File: src/hdl/isotp_pkg.sv
// Shared constants and codes for the ISO-TP frame segmenter.
package isotp_pkg;

  // Stream widths
  localparam int IN_TDATA_W  = 96;
  localparam int IN_TUSER_W  = 3;
  localparam int OUT_TDATA_W = 88;

  // Configuration port
  localparam int CFG_ADDR_W = 3;
  localparam int CFG_DATA_W = 11;

  localparam logic [CFG_ADDR_W-1:0] CFG_ADDR_MODE     = 3'd0;
  localparam logic [CFG_ADDR_W-1:0] CFG_TARGET_ADDR   = 3'd1;
  localparam logic [CFG_ADDR_W-1:0] CFG_SOURCE_ADDR   = 3'd2;
  localparam logic [CFG_ADDR_W-1:0] CFG_TA_FUNCTIONAL = 3'd3;
  localparam logic [CFG_ADDR_W-1:0] CFG_FUNCTIONAL_ID = 3'd4;
  localparam logic [CFG_ADDR_W-1:0] CFG_BLOCK_SIZE    = 3'd5;
  localparam logic [CFG_ADDR_W-1:0] CFG_ST_MIN        = 3'd6;

  // Request modes
  localparam logic [2:0] MODE_SINGLE      = 3'd0;
  localparam logic [2:0] MODE_FIRST       = 3'd1;
  localparam logic [2:0] MODE_CONSECUTIVE = 3'd2;
  localparam logic [2:0] MODE_FLOW_CTRL   = 3'd3;
  localparam logic [2:0] MODE_RELEASE     = 3'd4;

  // Result status codes
  localparam logic [2:0] ST_OK          = 3'd0;
  localparam logic [2:0] ST_BAD_LEN     = 3'd1;
  localparam logic [2:0] ST_BUSY        = 3'd2;
  localparam logic [2:0] ST_UNSUPPORTED = 3'd3;
  localparam logic [2:0] ST_IDLE        = 3'd4;
  localparam logic [2:0] ST_BAD_FS      = 3'd5;
  localparam logic [2:0] ST_BAD_ID      = 3'd6;

  // Protocol control nibbles
  localparam logic [3:0] PCI_FF = 4'h1;
  localparam logic [3:0] PCI_CF = 4'h2;
  localparam logic [3:0] PCI_FC = 4'h3;

  localparam logic [1:0]  FS_INVALID    = 2'd3;
  localparam logic [7:0]  PAD_BYTE      = 8'hCC;
  localparam logic [31:0] SF_MAX_NORMAL = 32'd7;
  localparam logic [31:0] SF_MAX_EXT    = 32'd6;
  localparam logic [31:0] FF_SHORT_MAX  = 32'd4095;
  localparam logic [31:0] FF_CARRIED    = 32'd6;
  localparam logic [31:0] CF_MAX        = 32'd7;
  localparam logic [3:0]  FRAME_LEN_OK  = 4'd8;

  localparam int FRAME_BYTES = 8;
  localparam int PAY_BYTES   = 7;

endpackage

File: src/hdl/isotp_frame_segmenter.sv
// ISO-TP frame segmenter: builds classic CAN transport frames from requests.
// Each request passes the input register, then the result register, and is held
// there while the output is stalled. Throughput: one request per cycle while the
// output is not stalled; the session state (busy, sequence number, bytes left)
// is updated in the same cycle a request passes to the result register.
// Reset (rst_n low, synchronous): configuration registers and session state clear,
// both pipeline stages empty.
module isotp_frame_segmenter (
  input  logic                                 clk,
  input  logic                                 rst_n,
  input  logic                                 in_tvalid,
  output logic                                 in_tready,
  // msg_len[31:0], payload_bytes[87:32], flow_status[89:88], zero fill
  input  logic [isotp_pkg::IN_TDATA_W-1:0]     in_tdata,
  // mode[2:0]
  input  logic [isotp_pkg::IN_TUSER_W-1:0]     in_tuser,
  output logic                                 out_tvalid,
  input  logic                                 out_tready,
  // frame_bytes[63:0], frame_len[67:64], can_id[78:68], status[81:79], zero fill
  output logic [isotp_pkg::OUT_TDATA_W-1:0]    out_tdata,
  input  logic                                 cfg_we,
  input  logic [isotp_pkg::CFG_ADDR_W-1:0]     cfg_addr,
  input  logic [isotp_pkg::CFG_DATA_W-1:0]     cfg_wdata
);
  import isotp_pkg::*;

  // Configuration registers
  logic        addr_mode_r;
  logic [7:0]  target_addr_r;
  logic [7:0]  source_addr_r;
  logic        ta_functional_r;
  logic [10:0] functional_id_r;
  logic [7:0]  block_size_r;
  logic [7:0]  st_min_r;

  // Session state
  logic        busy_r, busy_nxt;
  logic [3:0]  seq_r, seq_nxt;
  logic [31:0] left_r, left_nxt;

  // Input stage
  logic                     s1_valid_r;
  logic [2:0]               s1_mode_r;
  logic [31:0]              s1_len_r;
  logic [PAY_BYTES-1:0][7:0] s1_pay_r;
  logic [1:0]               s1_fs_r;

  // Result stage
  logic        out_valid_r;
  logic [63:0] out_frame_r;
  logic [3:0]  out_len_r;
  logic [10:0] out_id_r;
  logic [2:0]  out_status_r;

  logic out_adv, s1_fire, in_fire;

  logic [10:0] can_id;
  logic        built;
  logic [2:0]  res_status;
  logic [0:FRAME_BYTES-1][7:0] frame;
  logic [0:FRAME_BYTES-1][7:0] sf_norm, sf_ext, ff_short, ff_long, cf_bytes, fc_bytes;
  logic [0:PAY_BYTES-1][7:0]   pay_b;
  logic [2:0]  cf_n;
  logic [31:0] cf_left;

  assign out_adv   = !out_valid_r || out_tready;
  assign s1_fire   = s1_valid_r && out_adv;
  assign in_tready = !s1_valid_r || out_adv;
  assign in_fire   = in_tvalid && in_tready;

  assign out_tvalid = out_valid_r;
  assign out_tdata  = {6'b0, out_status_r, out_id_r, out_len_r, out_frame_r};

  // Identifier from the address configuration
  always_comb begin
    if (ta_functional_r) begin
      can_id = functional_id_r;
    end else if (!addr_mode_r) begin
      can_id = {source_addr_r[4:0], target_addr_r[4:0], 1'b0};
    end else begin
      can_id = {source_addr_r, 3'b000};
    end
  end

  assign pay_b   = s1_pay_r;
  assign cf_n    = (left_r < CF_MAX) ? left_r[2:0] : CF_MAX[2:0];
  assign cf_left = left_r - {29'b0, cf_n};

  // Candidate frames for each request kind
  always_comb begin
    sf_norm[0] = s1_len_r[7:0];
    for (int k = 1; k < FRAME_BYTES; k++) begin
      sf_norm[k] = (3'(k - 1) < s1_len_r[2:0]) ? pay_b[k-1] : PAD_BYTE;
    end

    sf_ext[0] = target_addr_r;
    sf_ext[1] = s1_len_r[7:0];
    for (int k = 2; k < FRAME_BYTES; k++) begin
      sf_ext[k] = (3'(k - 2) < s1_len_r[2:0]) ? pay_b[k-2] : PAD_BYTE;
    end

    ff_short[0] = {PCI_FF, s1_len_r[11:8]};
    ff_short[1] = s1_len_r[7:0];
    for (int k = 2; k < FRAME_BYTES; k++) begin
      ff_short[k] = pay_b[k-2];
    end

    // escape form: zero 12-bit length, then the 32-bit length
    ff_long = {PCI_FF, 4'h0, 8'h00, s1_len_r, PAD_BYTE, PAD_BYTE};

    cf_bytes[0] = {PCI_CF, seq_r};
    for (int k = 1; k < FRAME_BYTES; k++) begin
      cf_bytes[k] = (3'(k - 1) < cf_n) ? pay_b[k-1] : PAD_BYTE;
    end

    fc_bytes = {PCI_FC, 2'b00, s1_fs_r, block_size_r, st_min_r,
                PAD_BYTE, PAD_BYTE, PAD_BYTE, PAD_BYTE, PAD_BYTE};
  end

  // Request checks, frame select and next session state
  always_comb begin
    built      = 1'b0;
    res_status = ST_OK;
    frame      = '0;
    busy_nxt   = busy_r;
    seq_nxt    = seq_r;
    left_nxt   = left_r;
    unique case (s1_mode_r)
      MODE_SINGLE: begin
        if (s1_len_r == '0 || s1_len_r > (addr_mode_r ? SF_MAX_EXT : SF_MAX_NORMAL)) begin
          res_status = ST_BAD_LEN;
        end else if (can_id == '0) begin
          res_status = ST_BAD_ID;
        end else begin
          built = 1'b1;
          frame = addr_mode_r ? sf_ext : sf_norm;
        end
      end
      MODE_FIRST: begin
        priority if (s1_len_r == '0) begin
          res_status = ST_BAD_LEN;
        end else if (busy_r) begin
          res_status = ST_BUSY;
        end else if (s1_len_r <= SF_MAX_NORMAL) begin
          res_status = ST_BAD_LEN;
        end else if (addr_mode_r) begin
          res_status = ST_UNSUPPORTED;
        end else if (can_id == '0) begin
          res_status = ST_BAD_ID;
        end else begin
          built    = 1'b1;
          busy_nxt = 1'b1;
          seq_nxt  = 4'd1;
          if (s1_len_r <= FF_SHORT_MAX) begin
            frame    = ff_short;
            left_nxt = s1_len_r - FF_CARRIED;
          end else begin
            frame    = ff_long;
            left_nxt = s1_len_r;
          end
        end
      end
      MODE_CONSECUTIVE: begin
        if (!busy_r) begin
          res_status = ST_IDLE;
        end else if (can_id == '0) begin
          res_status = ST_BAD_ID;
        end else begin
          built    = 1'b1;
          frame    = cf_bytes;
          left_nxt = cf_left;
          seq_nxt  = seq_r + 4'd1;
          busy_nxt = (cf_left != '0);
        end
      end
      MODE_FLOW_CTRL: begin
        if (s1_fs_r == FS_INVALID) begin
          res_status = ST_BAD_FS;
        end else if (can_id == '0) begin
          res_status = ST_BAD_ID;
        end else begin
          built = 1'b1;
          frame = fc_bytes;
        end
      end
      MODE_RELEASE: begin
        busy_nxt = 1'b0;
        seq_nxt  = '0;
        left_nxt = '0;
      end
      default: begin
        res_status = ST_UNSUPPORTED;
      end
    endcase
  end

  // Configuration writes
  always_ff @(posedge clk) begin
    if (!rst_n) begin
      addr_mode_r     <= 1'b0;
      target_addr_r   <= '0;
      source_addr_r   <= '0;
      ta_functional_r <= 1'b0;
      functional_id_r <= '0;
      block_size_r    <= '0;
      st_min_r        <= '0;
    end else if (cfg_we) begin
      unique case (cfg_addr)
        CFG_ADDR_MODE:     addr_mode_r     <= cfg_wdata[0];
        CFG_TARGET_ADDR:   target_addr_r   <= cfg_wdata[7:0];
        CFG_SOURCE_ADDR:   source_addr_r   <= cfg_wdata[7:0];
        CFG_TA_FUNCTIONAL: ta_functional_r <= cfg_wdata[0];
        CFG_FUNCTIONAL_ID: functional_id_r <= cfg_wdata;
        CFG_BLOCK_SIZE:    block_size_r    <= cfg_wdata[7:0];
        CFG_ST_MIN:        st_min_r        <= cfg_wdata[7:0];
        default: ;
      endcase
    end
  end

  // Pipeline control and session state
  always_ff @(posedge clk) begin
    if (!rst_n) begin
      s1_valid_r  <= 1'b0;
      out_valid_r <= 1'b0;
      busy_r      <= 1'b0;
      seq_r       <= '0;
      left_r      <= '0;
    end else begin
      if (in_tready) begin
        s1_valid_r <= in_tvalid;
      end
      if (out_adv) begin
        out_valid_r <= s1_valid_r;
      end
      // advance the session only when the request leaves the input stage
      if (s1_fire) begin
        busy_r <= busy_nxt;
        seq_r  <= seq_nxt;
        left_r <= left_nxt;
      end
    end
  end

  // Payload registers
  always_ff @(posedge clk) begin
    if (in_fire) begin
      s1_mode_r <= in_tuser;
      s1_len_r  <= in_tdata[31:0];
      s1_pay_r  <= in_tdata[87:32];
      s1_fs_r   <= in_tdata[89:88];
    end
    if (s1_fire) begin
      out_frame_r  <= built ? frame : '0;
      out_len_r    <= built ? FRAME_LEN_OK : 4'd0;
      out_id_r     <= can_id;
      out_status_r <= res_status;
    end
  end

`ifndef SYNTH
  // A session is open exactly while bytes remain to be sent.
  a_busy_left: assert property (@(posedge clk) disable iff (!rst_n)
    busy_r == (left_r != '0))
    else $error("busy flag disagrees with remaining byte count");

  // A built frame always carries a good status.
  a_len_status: assert property (@(posedge clk) disable iff (!rst_n)
    out_valid_r && out_len_r != 4'd0 |-> out_status_r == ST_OK && out_len_r == FRAME_LEN_OK)
    else $error("frame length given without ok status");

  // An accepted first frame opens the session at sequence one.
  a_first_opens: assert property (@(posedge clk) disable iff (!rst_n)
    s1_fire && s1_mode_r == MODE_FIRST && res_status == ST_OK |=> busy_r && seq_r == 4'd1)
    else $error("first frame did not open the session");

  // A request leaving the input stage shows up as a result next cycle.
  a_no_drop: assert property (@(posedge clk) disable iff (!rst_n)
    s1_fire |=> out_valid_r)
    else $error("result lost between stages");

  // Input stalls only when the input stage holds an item that cannot move.
  a_stall: assert property (@(posedge clk) disable iff (!rst_n)
    !in_tready |-> s1_valid_r && out_valid_r && !out_tready)
    else $error("input stalled without cause");
`endif

endmodule

File: config.mk
export PLATFORM = sky130hd
export DESIGN_NAME = isotp_frame_segmenter
export DESIGN_NICKNAME = d
export VERILOG_FILES = /design/src/hdl/isotp_pkg.sv /design/src/hdl/isotp_frame_segmenter.sv
export SDC_FILE = /design/constraint.sdc
export NUM_CORES = 1
export LEC_CHECK = 0
export BUFFER_PORTS_ARGS = -buffer_cell sky130_fd_sc_hd__clkbuf_2
export CAP_MARGIN = 25
export CORE_UTILIZATION = 38
export CTS_CLUSTER_DIAMETER = 50
export DETAILED_ROUTE_END_ITERATION = 12
export PLACE_DENSITY = 0.59
export SLEW_MARGIN = 20
export SYNTH_ARGS = -nofsm -noshare
export SYNTH_HDL_FRONTEND = slang
export SYNTH_SLANG_ARGS = --single-unit
File: constraint.sdc
create_clock -name clk -period 10.8 [get_ports clk]
set_input_delay 0 -clock clk [delete_from_list [all_inputs] [get_ports clk]]
set_output_delay 0 -clock clk [all_outputs]
set_load 0.005 [all_outputs]
Yosys cells after proc, flatten, opt, wreduce, memory -nomap -nowiden
Cells that the tools add are included.
Widths: inputs -> output; s select.
- eq/ne operators: 18
- bitwise logic cells: 0
- reduce and logical (&&, ||, !) cells: 22
- divide/modulo/power cells: 0
- muxes and demuxes: 73
- $add $sub $neg: 3
- $mul: 0
- magnitude comparators: 18
- shift operators: 0
- operator list (kind ; count):
    $mux 61 ; 5
    $mux 32 ; 8
    $pmux 64 s4 ; 1
    $mux 62 ; 4
    $mux 64 ; 3
    $mux 8 ; 14
    $pmux 32 s3 ; 1
    $mux 60 ; 1
    $gt 32x3->1 ; 1
    $le 32x12->1 const B ; 1
    $le 32x3->1 const B ; 1
    $logic_not 32->1 ; 1
    $lt 32x3->1 const B ; 1
    $mux 4 ; 8
    $reduce_bool 32->1 ; 1
    $sub 32x3->32 ; 1
    $sub 32x3->32 const B ; 1
    $mux 3 ; 9
    $mux 11 ; 2
    $lt 3x3->1 const A ; 6
    $pmux 3 s5 ; 1
    $ne 2x2->1 const B ; 7
    $reduce_and 2->1 ; 7
    $mux 1 ; 13
    18 further kinds ; 36
- memory bits (read-only): 0
- output and inout port bits: 90
- bits of input ports: 118
- bits in latches: 0
- bits in writable memories: 0
- memories kept: 0
- register bits: 259

Depth between registers and ports, before layout
Gate-level depths: netlist (run 1).
- depth in word-level cells: 10
- depth in mapped cells: 18
- gate-level depth less buffers: 13

Least setup slack after synthesis (run 1)
Ideal clock, no wire load.
- path type: reg2reg
- from: reg left_r[3]
- to: reg busy_r
- data arrival time: 3.851 ns
- buffers on the path: 6
- stages on the path, launching flop included: 19
- library setup time: 0.131 ns
- period minus slack after synthesis: 3.981 ns
- slack: 6.819 ns
- path through: dfxtp_1 clkbuf_1 or3_1 buf_2 or2_1 buf_2 nor3_2 clkbuf_1 or2_2 ha_1 clkbuf_1 inv_1 o41ai_2 buf_2 nor3_1 o21ba_2 nand4_1 nor4_1 o31ai_1
- longest elaborated chain between the ends: 7
- ends and longest elaborated chain (element ; line ; RTL):
    from (decl) ; isotp_frame_segmenter.sv:39 ; logic [31:0] left_r, left_nxt;
    from (signal assigned) ; isotp_frame_segmenter.sv:240 ; left_r <= left_nxt;
    $lt 32x3->1 ; isotp_frame_segmenter.sv:86 ; assign cf_n = (left_r < CF_MAX) ? left_r[2:0] : CF_MAX[2:0];
    $mux 3 ; isotp_frame_segmenter.sv:86 ;
    $sub 32x3->32 * ; isotp_frame_segmenter.sv:87 ; assign cf_left = left_r - {29'b0, cf_n};
    $reduce_bool 32->1 * ; isotp_frame_segmenter.sv:173 ; busy_nxt = (cf_left != '0);
    $mux 1 * ; isotp_frame_segmenter.sv:166 ; end else if (can_id == '0) begin
    $mux 1 * ; isotp_frame_segmenter.sv:164 ; if (!busy_r) begin
    $pmux 1 s3 * ; isotp_frame_segmenter.sv:128 ; unique case (s1_mode_r)
    to (signal assigned) ; isotp_frame_segmenter.sv:238 ; busy_r <= busy_nxt;
    to (decl) ; isotp_frame_segmenter.sv:37 ; logic busy_r, busy_nxt;
Every way passes the cells marked *; elsewhere a longest branch is shown, timed or not.
A chain may end at the register's enable or synchronous reset.

Final worst setup path (run 1)
- from: reg left_r[2]
- to: reg busy_r
Same word-level chain as after synthesis.

==> results.md, run 1 <==
| Result | This run |
|---|---|
| Power density cells | 160.8 nW/um^2 |
| Net load switching power | 0.7326 mW |
| Via count of the first global-routing pass | 11140 |
| Core region area | 32700 sq um |
| Avg Vias per Cell | 5.693 |
| Clock input transition at the sequential cells of the worst setup and hold paths | 60 ps |
| Final sum of negative setup slack | 0 ps |
| Maximum clock frequency | 209.2 MHz |
| Depth of the worst hold-timing path | 5 |
| Worst Skew | 25.22 ps |
| Reg2reg end | busy_r |
| Number of post-CTS setup repair buffers | 0 |
| Least-Margin Pin Slew | 1044 ps |
| Total leakage power | 6.254 nW |
| Post-synthesis cell count | 1305 |
| Residual DRC count | 0 |
| Max-capacitance violation count | 0 |
| Proportion of synthesized chip area in sequential cells | 53.96% |
| Count of input and output buffers | 192 |
| EDFF count, synth | 172 |
| Clock H-tree levels | 2 |
| Vias after detailed routing | 11650 |
| Capturing element type of the critical path | flip-flop |
| Cell depth of the worst flop-to-flop path | 14 |
| Quantity of hold-fixing buffers added after cts | 110 |
| Crit path largest cell delay | 650 ps |
| Final GP Congestion | 0.9188 |
| Max rail drop VDD | 0.09791 mV |
| Switching fraction of total power | 28.01% |
| Endpoint of the worst hold-timing path | ta_functional_r |
| Initial antenna violation count | 0 |
| Total of endpoints with negative setup slack in the final report | 0 |
| Seq cells post-synth | 256 |
| Number of nets with antenna violations after detailed routing | 0 |
| Worst-path cell with the longest stage delay | a2111oi_1 |
| Reg-to-reg setup timing slack | 6020 ps |
| Share of flip-flops with an asynchronous set or reset | 0% |
| Final-layout worst hold slack | 32.10 ps |
| Row count | 66 |
| Root Buffer | clkbuf_16 |
| Total number of nets in the final design | 1706 |
| Number of slew-limit violations in the final report | 0 |
| HPWL after detailed placement | 29490 microns |
| Clock insertion delay at the later pin of the skew report | 520 ps |
| Start point of the worst min-delay path | cfg_we |
| CTS buffer count | 34 |
| GR Util All Layers | 25.83% |
| Wire length of the first global-routing pass | 66920 microns |
| Initial core utilization | 38.80% |
| Unrepaired setup endpoints after global routing | false |
| Reg-to-reg critical path startpoint | left_r[2] |
| Yosys cell types | 78 |
| Fraction of layout instances using a drive strength above 1 | 19.26% |
| Clock tree sinks | 256 |
| Critical Path Start Type | flip-flop |
| Maximum count of clock buffers along a single path | 3 |
| Sum of overflow across all layers after global routing | 0 |
| Area overhead of the layout relative to synthesis | 28.19% |
| Die height | 184.7 microns |
| Sequential Power Share | 43.7% |
| Top flip-flop cell by instance count after synthesis | edfxtp_1 |
| Arr. time, crit path | 5150 ps |
| Number of detailed-route iterations in the first pass | 5 |
| Worst Path Class, Setup | reg2reg |
| Clock period minus final worst setup slack | 4781 ps |
| Detail-routed net length per standard cell | 21.45 microns |
| Count of boundary I/O pins | 208 |
| Int Power | 1.883 mW |
| Cells resized by post-CTS repair | 0 |
| Die width | 184.7 microns |
| Number of diodes added for antenna fixing | 0 |
| Ratio of final minimum period to clock period | 44.27% |
| CTS tree | done |
| Maximum number of pins on one net before global-route repair | 79 |
| Final total power | 2.616 mW |
| Yosys Warn Count | 0 |
| Total routed wirelength | 43880 microns |
| Share of power burned in the clock network | 42.5% |
| Logic pwr share | 13.8% |
| Initial DRC Count | 1370 |
| Fin. Hold Viols | 0 |
| Cells along the critical path | and3_1, or2_1, nor3_2, buf_4, or2_2, ha_1, a2111oi_1, o41ai_2, buf_4, or3_1, xor2_1, nand3_1, nor4_1, o31ai_1 |
| Status | complete, no violations |
| Mean instance size in the synthesized netlist | 9.722 sq um |
| Largest fanout on the critical path | 15 |
| Worst hold path class | in2reg |
| Area of the die | 34120 sq um |
| Normalized max-slew margin | 30.25% |
| Critical Path RT | 11170 ps |
| Mapped cell area | 12690 sq um |
| Post-route core utilization | 49.73% |
| Dominant cell type by count on the critical path | buf_4 |
-- logic make-up (layout without fill, tap and decap cells) --
family | Yosys count | after routing | share of synthesized area (%)
AO/OA/AOI/OAI | 379 | 379 | 19.30
XOR/XNOR | 16 | 16 | 1.105
adder cells (fa/ha/maj) | 9 | 9 | 0.8876
buffers and inverters | 115 | 406 | 3.876
flip-flops | 256 | 256 | 53.96
multiplexers | 25 | 25 | 2.051
other | 1 | 9 | 0.02956
AND/OR/NAND/NOR | 504 | 504 | 18.79
-- stage by stage --
| step | cell area, sq um | std cells | worst slack [ps] |
|---|---|---|---|
| floorplan | 12720 | 1313 | 6819 |
| global placement | 13990 | 1871 | 6085 |
| detailed placement | 13990 | 1871 | 6105 |
| CTS | 16200 | 2042 | 6059 |
| global route | 16260 | 2046 | 5702 |
| finish | 16260 | 2046 | 6019 |
-- layout make-up --
cell class / instances / area, sq um
Fill cell: 3034 / 16440
Sequential cell: 256 / 6848
Clock inverter: 18 / 178.9
Inverter: 20 / 76.32
Clock buffer: 43 / 927.1
Timing Repair Buffer: 325 / 2270
Multi-Input combinational cell: 942 / 5410
Tap cell: 442 / 553.0
-- cell usage after synthesis (4+ instances only) --
cell type	count	area, sq um
a21oi_1	90	450.4
mux2i_1	17	170.2
nor3_1	49	245.2
inv_1	17	63.81
o31ai_1	11	82.58
buf_1	5	18.77
nand2_1	165	619.3
mux2_2	8	90.09
dfxtp_1	84	1682
a22o_1	17	148.9
o221ai_1	8	70.07
ha_1	9	112.6
and2_1	7	43.79
o41ai_1	4	35.03
nor4_1	20	125.1
o22ai_1	15	93.84
nor2b_1	10	62.56
or3_1	14	87.58
xor2_1	7	61.31
xnor2_1	9	78.83
nand2b_1	10	62.56
buf_2	15	75.07
a32oi_1	4	35.03
a21o_1	10	75.07
edfxtp_1	172	5165
or4_1	10	75.07
a221o_1	12	120.1
a221oi_1	10	87.58
a211oi_1	15	112.6
nor2_1	127	476.7
o211ai_1	13	97.59
o21a_1	13	97.59
a31oi_1	8	50.05
nand3_1	48	240.2
nand4_1	12	75.07
o21ai_0	118	590.6
clkbuf_1	65	244.0
buf_4	9	67.56
and3_1	4	25.02
or2_2	7	43.79
-- critical path: cells and delay by family, from the launching register on --
| family | cells | cell delay, ps |
|---|---|---|
| adder cells (fa/ha/maj) | 1 | 360 |
| flip-flops | 1 | 610 |
| buffers and inverters | 2 | 440 |
| AO/OA/AOI/OAI | 3 | 910 |
| AND/OR/NAND/NOR | 7 | 2100 |
| XOR/XNOR | 1 | 190 |
-- registers in the layout, summed over array words and instances, names as in the netlist --
name,cells
out_len_r,1
s1_valid_r,1
busy_r,1
seq_r,4
out_frame_r,64
out_id_r,11
ta_functional_r,1
ff_short,48
target_addr_r,8
left_r,32
s1_len_r,32
out_tvalid,1
st_min_r,8
functional_id_r,11
s1_fs_r,2
out_status_r,3
s1_mode_r,3
addr_mode_r,1
pay_b,8
block_size_r,8
source_addr_r,8
-- power groups by stage --
stage	clock [mW]	combinational, mW	sequential, mW
after global routing	1.16	0.393	1.15
after detailed placement	0	0.317	1.16
after floorplan	0	0.210	1.14
after CTS	1.12	0.351	1.14
final	1.11	0.360	1.14
after global placement	0	0.315	1.16
-- layer usage --
metal / vias up / part of all wire (%) / wire (microns) / global-route usage [%]
met3: 76 / 8.5 / 3711 / 4.189
met2: 576 / 47 / 20530 / 41.13
met1: 5587 / 42 / 18450 / 35.83
met4: 0 / 2.7 / 1183 / 8.165
met5: - / 0 / 0 / 0
li1: 5408 / - / - / -
-- worst max-delay path by stage --
stage / start / to / slack (ps) / depth (start not counted)
3_5_place_dp: left_r[2] / busy_r / 6110 / 14
6_report: left_r[2] / busy_r / 6020 / 14
4_1_cts: left_r[2] / busy_r / 6060 / 14
3_3_place_gp: left_r[2] / busy_r / 6080 / 14
2_1_floorplan: left_r[3] / busy_r / 6820 / 18
5_1_grt: left_r[2] / busy_r / 5700 / 14
-- cell usage in the layout (no fill, tap or decap), drive strengths merged, types with 16 or more instances in the layout --
master / count
buf: 23
dfxtp: 84
dlygate4sd3: 110
nor4: 22
nor2: 127
a21oi: 90
nor3: 51
edfxtp: 172
clkbuf: 235
nand2: 166
mux2i: 17
nand3: 48
inv: 25
a22o: 17
o22ai: 16
o21ai: 119
Note: power is estimated with default switching activity, not from simulation.
==> inputs of run 2 (changes only) <==
Settings changed: PLACE_DENSITY 0.59 to 0.62.
Clock period 10.8 ns to 4.26 ns, I/O delays scaled along.
==> results.md, run 2 (synthesis gave the netlist of run 1 again) <==
| Result | This run | Change |
|---|---|---|
| Initial antenna violation count | 0 | unchanged |
| Maximum number of pins on one net before global-route repair | 61 | -23% |
| Pre-CTS setup slack | 456.9 ps | -5648 ps |
| Ratio of final minimum period to clock period | 90.10% | +46 points |
| Total leakage power | 6.364 nW | +1.8% |
| Residual DRC count | 0 | unchanged |
| Clock period minus final worst setup slack | 3838 ps | -942.7 ps |
| Clock insertion delay at the later pin of the skew report | 520 ps | about the same |
| Core region area | 32700 sq um | unchanged |
| Number of diodes added for antenna fixing | 0 | unchanged |
| Count of boundary I/O pins | 208 | unchanged |
| Die width | 184.7 microns | unchanged |
| Top Family by Delay on Critical Path | simple AND/OR/NAND/NOR gates |  |
| Register ranked first by flip-flop count | out_frame_r |  |
| Clock tree sinks | 256 | unchanged |
| Count of input and output buffers | 192 | unchanged |
| Fin. Hold Viols | 0 | unchanged |
| Sum of overflow across all layers after global routing | 0 | unchanged |
| Cells resized by post-CTS repair | 0 | unchanged |
| Worst Path Class, Setup | reg2reg |  |
| CTS buffer count | 34 | unchanged |
| Most frequent standard cell in the layout excluding fill and tap cells | clkbuf_2 |  |
| Area of the die | 34120 sq um | unchanged |
| Max-capacitance violation count | 0 | unchanged |
| Worst Skew | 26.70 ps | +1.479 ps |
| GR Util All Layers | 26.01% | +0.19 points |
| Total number of nets in the final design | 1728 | +1.3% |
| Largest fanout on the critical path | 8 | -7 |
| Area of all sequential standard cells | 6848 sq um | unchanged |
| Clock H-tree levels | 2 | unchanged |
| Number of detailed-route iterations in the first pass | 6 | +1 |
| Capturing element type of the critical path | flip-flop |  |
| Root Buffer | clkbuf_16 |  |
| Number of flip-flops in the largest register | 64 | unchanged |
| Row count | 66 | unchanged |
| Critical Path Start Type | flip-flop |  |
| Crit path largest cell delay | 580 ps | -70 ps |
| Unrepaired setup endpoints after global routing | false |  |
| CTS tree | done |  |
| Setup WS post-layout | 421.9 ps | -5597 ps |
| Maximum count of clock buffers along a single path | 3 | unchanged |
| Filler cell count in the final layout | 2996 | -1.3% |
| HPWL after detailed placement | 30990 microns | +5.1% |
| Wire length of the first global-routing pass | 66740 microns | -0.27% |
| Clock input transition at the sequential cells of the worst setup and hold paths | 60 ps | about the same |
| Worst hold path class | in2reg |  |
| Die height | 184.7 microns | unchanged |
| Power density cells | 409.6 nW/um^2 | +150% |
| Detail-routed net length per standard cell | 21.45 microns | about the same |
| Avg Vias per Cell | 5.726 | +0.59% |
| Least-Margin Pin Slew | 1068 ps | +23.54 ps |
| Vias after detailed routing | 11840 | +1.6% |
| Arr. time, crit path | 4210 ps | -940 ps |
| Initial core utilization | 38.80% | unchanged |
| Worst-path cell with the longest stage delay | a2111oi_1 |  |
| Number of buffers and inverters on the critical path | 1 | -1 |
| Final sum of negative setup slack | 0 ps | unchanged |
| Initial DRC Count | 1288 | -6.0% |
| Area overhead of the layout relative to synthesis | 29.34% |  |
| Final GP Congestion | 0.9708 | +5.7% |
| Via count of the first global-routing pass | 11090 | -0.40% |
| Total routed wirelength | 44330 microns | +1.0% |
| Total area of multi-input combinational cells | 5408 sq um | about the same |
| Fraction of layout instances using a drive strength above 1 | 20.18% | +0.92 points |
| Cells along the critical path | nor4_4, nand4_1, nor3_2, or2_2, ha_1, a2111oi_1, o41ai_2, buf_4, or3_1, xor2_1, nand3_1, nor4_1, o31ai_1 |  |
| Status | complete, no violations |  |
| Number of slew-limit violations in the final report | 0 | unchanged |
| Normalized max-slew margin | 28.17% | -2.1 points |
| Max rail drop VDD | 0.2641 mV | +170% |
| Maximum clock frequency | 260.5 MHz | +25% |
| Number of nets with antenna violations after detailed routing | 0 | unchanged |
| Total of endpoints with negative setup slack in the final report | 0 | unchanged |
| Leading cell types in the layout, fill and taps excluded | clkbuf_2, edfxtp_1, nand2_1, nor2_1, o21ai_0 |  |
| Critical Path RT | 4630 ps | -6540 ps |
-- run 2: cell types whose count changed in the layout (fill, tap and decap cells not counted), moves of 2 or more --
cell / before / now
clkinvlp_4: 4 / 1
buf_2: 2 / 0
buf_4: 19 / 45
buf_16: 2 / 0
clkbuf_1: 7 / 4
clkinv_1: 3 / 7
bufinv_16: 1 / 3
-- run 2: what timing repair did --
item / CTS / global route
buffers inserted: 0 / 0
hold buffers: 110 / 0
endpoints found under the hold margin: 140 / 0
-- run 2: final cells by class --
cell class | count | area share (%)
clock buffer | 39 | 5.429
sequential | 256 | 41.73
inverter | 20 | 0.4651
timing repair buffer | 347 | 14.62
clock inverter | 21 | 1.426
multi-input combinational | 942 | 32.95
tap | 442 | 3.370
-- run 2: power by group --
| group | internal, mW | total [mW] | switching [mW] | leakage [nW] |
|---|---|---|---|---|
| combinational | 0.379 | 0.958 | 0.579 | 3.45 |
| sequential | 2.77 | 2.90 | 0.123 | 2.37 |
| clock | 1.72 | 2.87 | 1.15 | 0.549 |
-- run 2: worst paths after layout --
path / startpoint / endpoint / slack (ps) / cells after the start
worst max-delay path: left_r[17] / busy_r / 420 / 13
worst min-delay path: cfg_we / addr_mode_r / 30 / 5
worst max register to register: left_r[17] / busy_r / 420 / 13
worst min register to register: functional_id_r[6] / functional_id_r[6] / 450 / 2
-- run 2: metal layers --
| metal | up-vias | share of wire (%) | track usage (%) |
|---|---|---|---|
| met1 | 5617 | 42 | 35.80 |
| met2 | 640 | 46 | 41.16 |
| met5 | - | 0 | 0 |
| met4 | 0 | 3.9 | 10.51 |
| li1 | 5468 | - | - |
| met3 | 111 | 8.4 | 3.616 |
-- run 2: worst register-to-register path, delay by kind of cell (launching register included) --
family | cells | cell delay [ps]
AO/OA/AOI/OAI | 3 | 840
XOR/XNOR | 1 | 200
adder cells (fa/ha/maj) | 1 | 220
buffers and inverters | 1 | 200
flip-flops | 1 | 510
AND/OR/NAND/NOR | 7 | 1730
-- run 2: metrics by stage --
step / power [mW] / cell area, sq um / instances / util (%) / hold WS, ps
floorplan: 3.419 / 12720 / 1313 / - / 98.87
global placement: 3.799 / 14180 / 1897 / 43.37 / 179.4
detailed placement: 3.798 / 14180 / 1897 / 43.37 / 178.6
CTS: 6.733 / 16410 / 2067 / 50.18 / 19.96
global route: 6.945 / 16410 / 2067 / 50.18 / 44.90
finish: 6.722 / 16410 / 2067 / 50.18 / 29.62
